--- src/rtl/core/sdf_pkg.sv ---
// Shared types and constants for the stream duplicate filter.
`default_nettype none

package sdf_pkg;

   localparam int unsigned SEEN_ENTRIES_DEF = 256;
   localparam int unsigned VALUE_BITS_DEF   = 32;
   localparam int unsigned DATA_W           = 32;
   // list tag stored with every table entry; tag zero marks an empty slot
   localparam int unsigned EPOCH_BITS       = 8;

   typedef struct packed {
      logic signed [DATA_W-1:0] value;
      logic                     end_of_list;
   } req_payload_type;

   typedef struct packed {
      logic signed [DATA_W-1:0] value_out;
      logic                     is_duplicate;
      logic                     store_overflow;
      logic                     last_out;
   } rsp_payload_type;

   typedef enum logic [2:0] {
      ST_CLEAR,
      ST_IDLE,
      ST_READ,
      ST_CHECK,
      ST_EMIT
   } state_type;

   typedef struct packed {
      logic clear_wr;
      logic load_item;
      logic mem_read;
      logic insert;
      logic advance;
      logic record;
      logic rec_dup;
      logic rec_ovf;
      logic emit;
      logic end_list;
   } cmd_type;

   typedef struct packed {
      logic clear_last;
      logic hit;
      logic vacant;
      logic full;
      logic probe_last;
      logic last_item;
      logic rsp_free;
      logic epoch_at_max;
   } status_type;

endpackage

`default_nettype wire

--- src/rtl/core/sdf_ctrl.sv ---
// Sequencer: clear sweep, hashed probe loop, insert and result hand-off.
`default_nettype none

module sdf_ctrl
   import sdf_pkg::*;
(
   input  wire logic       clock,
   input  wire logic       reset,
   input  wire logic       req_valid,
   output      logic       req_ready,
   output      cmd_type    cmd,
   input  wire status_type status
);

   state_type state_ff;
   state_type state_in;

   always_ff @(posedge clock) begin
      if (reset) begin
         state_ff <= ST_CLEAR;
      end else begin
         state_ff <= state_in;
      end
   end

   always_comb begin
      state_in  = state_ff;
      req_ready = 1'b0;
      cmd       = '0;
      unique case (state_ff)
         ST_CLEAR: begin
            cmd.clear_wr = 1'b1;
            if (status.clear_last) begin
               state_in = ST_IDLE;
            end
         end
         ST_IDLE: begin
            req_ready = 1'b1;
            if (req_valid) begin
               cmd.load_item = 1'b1;
               state_in      = ST_READ;
            end
         end
         ST_READ: begin
            cmd.mem_read = 1'b1;
            state_in     = ST_CHECK;
         end
         ST_CHECK: begin
            if (status.hit) begin
               cmd.record  = 1'b1;
               cmd.rec_dup = 1'b1;
               state_in    = ST_EMIT;
            end else if (status.vacant && !status.full) begin
               cmd.insert = 1'b1;
               cmd.record = 1'b1;
               state_in   = ST_EMIT;
            end else if (status.vacant || status.probe_last) begin
               // whole table probed without a match or a free slot
               cmd.record  = 1'b1;
               cmd.rec_ovf = 1'b1;
               state_in    = ST_EMIT;
            end else begin
               cmd.advance = 1'b1;
               state_in    = ST_READ;
            end
         end
         ST_EMIT: begin
            if (status.rsp_free) begin
               cmd.emit = 1'b1;
               state_in = ST_IDLE;
               if (status.last_item) begin
                  cmd.end_list = 1'b1;
                  if (status.epoch_at_max) begin
                     state_in = ST_CLEAR;
                  end
               end
            end
         end
         default: begin
            state_in = ST_CLEAR;
         end
      endcase
   end

endmodule

`default_nettype wire

--- config.mk ---
export PLATFORM = sky130hd
export DESIGN_NAME = sdf_ctrl
export DESIGN_NICKNAME = d
export VERILOG_FILES = /design/src/rtl/core/sdf_pkg.sv /design/src/rtl/core/sdf_ctrl.sv
export SDC_FILE = /design/constraint.sdc
export NUM_CORES = 1
export LEC_CHECK = 0
export ABC_AREA = 1
export BUFFER_PORTS_ARGS = -buffer_cell sky130_fd_sc_hd__buf_2
export CELL_PAD_IN_SITES_DETAIL_PLACEMENT = 1
export CELL_PAD_IN_SITES_GLOBAL_PLACEMENT = 1
export CORE_UTILIZATION = 20
export DETAILED_ROUTE_END_ITERATION = 6
export GPL_TIMING_DRIVEN = 0
export PLACE_DENSITY_LB_ADDON = 0.25
export SLEW_MARGIN = 15
export SYNTH_ARGS = -nofsm -noshare
export SYNTH_HDL_FRONTEND = slang
export SYNTH_SLANG_ARGS = --single-unit
export TNS_END_PERCENT = 50
--- constraint.sdc ---
create_clock -name clock -period 0.9 [get_ports clock]
set_input_delay 0.135 -clock clock [delete_from_list [all_inputs] [get_ports clock]]
set_output_delay 0.135 -clock clock [all_outputs]
set_load 0.01 [all_outputs]
==> implementation parameters <==
Parameter                              Value

Run status
  Status ... complete, but fails checks
  Violated checks ... setup timing

Clock network
  Root Buffer Master ... sky130_fd_sc_hd__clkbuf_4
  Sink count of the clock tree ... 3
  Max H-tree Level ... 1
  Hold buffer count at CTS ... 0
  Clock transition at the registers of the reported paths ... 0.04 ns
  Number of CTS-inserted buffers ... 3
  Clock tree from TritonCTS ... yes
  Max Buffers Root-to-Sink ... 2
  Clock latency on the worst-skew pair ... 0.23 ns

Die
  IO Pins ... 22
  Die Footprint ... 1650 µm²
  Chip Width ... 40.6 µm
  Placeable core area ... 1350 µm²
  Die extent in y ... 40.6 µm
  Starting utilization of the core area ... 22.1%
  Total number of placement rows ... 13

Setup path
  Launch instance of the worst register-to-register path ... state_ff[2]
  Critical path's slowest cell ... sky130_fd_sc_hd__dfxtp_4
  Cell depth of the worst flop-to-flop path ... 6
  Start point of the critical path ... state_ff[0]
  Max Fanout on Critical Path ... 4
  Slack of the worst reg-to-reg path ... -0.08 ns
  Type of the worst setup path ... register to output port
  Series of cell instances along the critical path ... nand2_4, nor2_4, inv_2, nor3_2, buf_2
  Required time at the worst-slack endpoint ... 0.76 ns
  Worst flop-to-flop path endpoint ... state_ff[0]
  Endpoint type of the worst setup path ... output port
  Crit path to ... cmd[2]
  Startpoint type of the worst setup path ... register
  Arrival time at the worst endpoint ... 1.08 ns
  Slowest cell delay on critical path ... 0.37 ns

Global routing
  Number of global-route vias before repair ... 324
  Global-route wire length before repair ... 1300 µm
  Antenna violations before repair ... 0
  Remaining global-route overflow ... 0
  Pin count of the biggest net entering global routing ... 7
  Global routing usage summed across all routing layers ... 12.3%

Layout
  Number of diodes ... 0
  Layout cell share with drive strength beyond 1 ... 57.5%
  Number of flip-flops under the largest register name ... 3
  # nets final ... 92
  Registers with the most flip-flops ... state_ff x3
  Layout area overhead ... 69.3%
  Fraction of the core area covered by cells at the end of the flow ... 37.3%
  Register name with the most flops ... state_ff

Yosys
  Synthesized instance count ... 52
  Seq cells post-synth ... 3
  Xor/xnor share of the synthesized area ... 0%
  Post-Synthesis Net Count ... 63
  Simple-gate share of the synthesized area ... 63.0%
  Fraction of the mapped netlist area in adder cells ... 0%
  Synthesized cell area ... 298 µm²
  Dominant combinational cell family by area after synthesis ... simple AND/OR/NAND/NOR gates
  Share of the synthesized area in compound gates (AO/OA/AOI/OAI) ... 1.68%
  Fraction of synthesized area in multiplexers ... 0%
  Yosys warning count ... 0
  Post-synthesis sequential area ratio ... 20.2%
  Synthesized area divided by synthesized cell count ... 5.73 µm²
  Distinct cell type count of the synthesized netlist ... 12

Pwr
  Total power consumption of the routed design ... 656 µW
  Maximum vdd ir drop ... 663 µV
  Power per cell area ... 1300 nW/µm²
  Total leakage power ... 0.307 nW

Run
  Number of maximum-capacitance constraint violations ... 0

Timing
  RSZ-0062 raised after global routing ... yes
  Total negative setup slack ... -2.86 ns
  Final number of hold-violating endpoints ... 0
  Crit path setup slack, layout ... -0.312 ns
  Slew headroom ... 88.2%
  F_max ... 0.825 GHz
  Setup skew after layout ... 0.000892 ns
  Total of endpoints with negative setup slack in the final report ... 13
  Fin. max-slew vios ... 0
  Share of the clock period used by the worst path ... 135%
  Pin slew with the least headroom to its limit ... 0.177 ns
  Final critical path time including I/O delays and setup ... 1.21 ns

Min path
  Hold Path Class ... input port to register

Routing
  Vias post-DR ... 396
  Starting DRT DRC Count ... 1
  Antenna Nets Post-Route ... 0
  Detailed-router iteration count before antenna repair ... 2
  Vias per cell ... 4.17
  Drc violations ... 0
  Routed WL ... 910 µm
  Routed len/inst ... 9.58 µm

Place
  Count of buffers inserted at the top-level ports ... 21
  RePlAce Congestion ... 0.764
  Detailed-placement wirelength estimate ... 678 µm
## cell usage after synthesis
master	n	area, µm²
sky130_fd_sc_hd__inv_2	1	3.75
sky130_fd_sc_hd__inv_1	11	41.3
sky130_fd_sc_hd__a21oi_1	1	5.00
sky130_fd_sc_hd__nor2_1	12	45.0
sky130_fd_sc_hd__nor2_4	1	11.3
sky130_fd_sc_hd__nor3_2	3	30.0
sky130_fd_sc_hd__nand2_1	14	52.6
sky130_fd_sc_hd__nand3_2	3	30.0
sky130_fd_sc_hd__nand3_1	1	5.00
sky130_fd_sc_hd__dfxtp_1	3	60.1
sky130_fd_sc_hd__nor2_2	1	6.26
sky130_fd_sc_hd__nand3b_1	1	7.51
## area by class of cell
class                   count  area [µm²]
fillers                   195         846
multi-input cells          37         215
repair buffers             24         128
flip-flops and latches      3        71.3
inverters                  12        45.0
clock buffers               4        26.3
well taps                  15        18.8
## worst max-delay path, delay by kind of cell, from the launching register on
kind                   cells  cell delay (ns)
DFF                        1             0.37
buffers and inverters      2             0.22
and+or+nand+nor            3             0.25
## cell families after synthesis
logic type,count (synthesis)
AND/OR/NAND/NOR,36
buffers and inverters,12
flip-flops,3
AO/OA/AOI/OAI,1
## power breakdown
part / internal (mW) / switching [mW] / total [mW]
sequential: 0.148 / 0.0255 / 0.173
combinational: 0.110 / 0.138 / 0.248
clock: 0.166 / 0.0688 / 0.235
total: 0.424 / 0.232 / 0.656
## through the flow
stage                     area [µm²]  cells  hold WS [ns]  setup slack, ns
after floorplan                  300     52         0.197          -0.0736
after global placement           424     88         0.326           -0.198
after detailed placement         424     88         0.339           -0.217
after CTS                        494     94        0.0833           -0.339
after global routing             504     95        0.0871           -0.384
final                            504     95        0.0904           -0.312
## layout by cell type, fill, tap and decap left out, drive strengths merged
cell / n
clkbuf: 4
dfxtp: 3
buf: 24
nand2: 14
a21oi: 1
nor2: 14
nand3b: 1
nor3: 3
inv: 12
nand3: 4
## layer usage
metal / GRT usage, % / wire (µm)
met5: 0 / 0
met4: 10.0 / 6
met3: 1.67 / 42
met2: 19.8 / 495
met1: 14.3 / 367
## worst min path at each step
| stage | from | end | slack, ns | cells after the start |
|---|---|---|---|---|
| 4_1_cts | reset | state_ff[2] | 0.08 | 2 |
| 3_3_place_gp | reset | state_ff[1] | 0.33 | 2 |
| 2_1_floorplan | reset | state_ff[1] | 0.20 | 1 |
| 6_report | reset | state_ff[2] | 0.09 | 2 |
| 5_1_grt | reset | state_ff[2] | 0.09 | 2 |
| 3_5_place_dp | reset | state_ff[1] | 0.34 | 2 |
## what timing repair did
item	4_1_cts	5_1_grt
pin swaps	7	5
hold endpoints to repair	0	0
gates resized for setup	12	1
buffers inserted	2	1
endpoints found under the setup margin	13	14
Note: power is estimated with default switching activity, not from simulation.
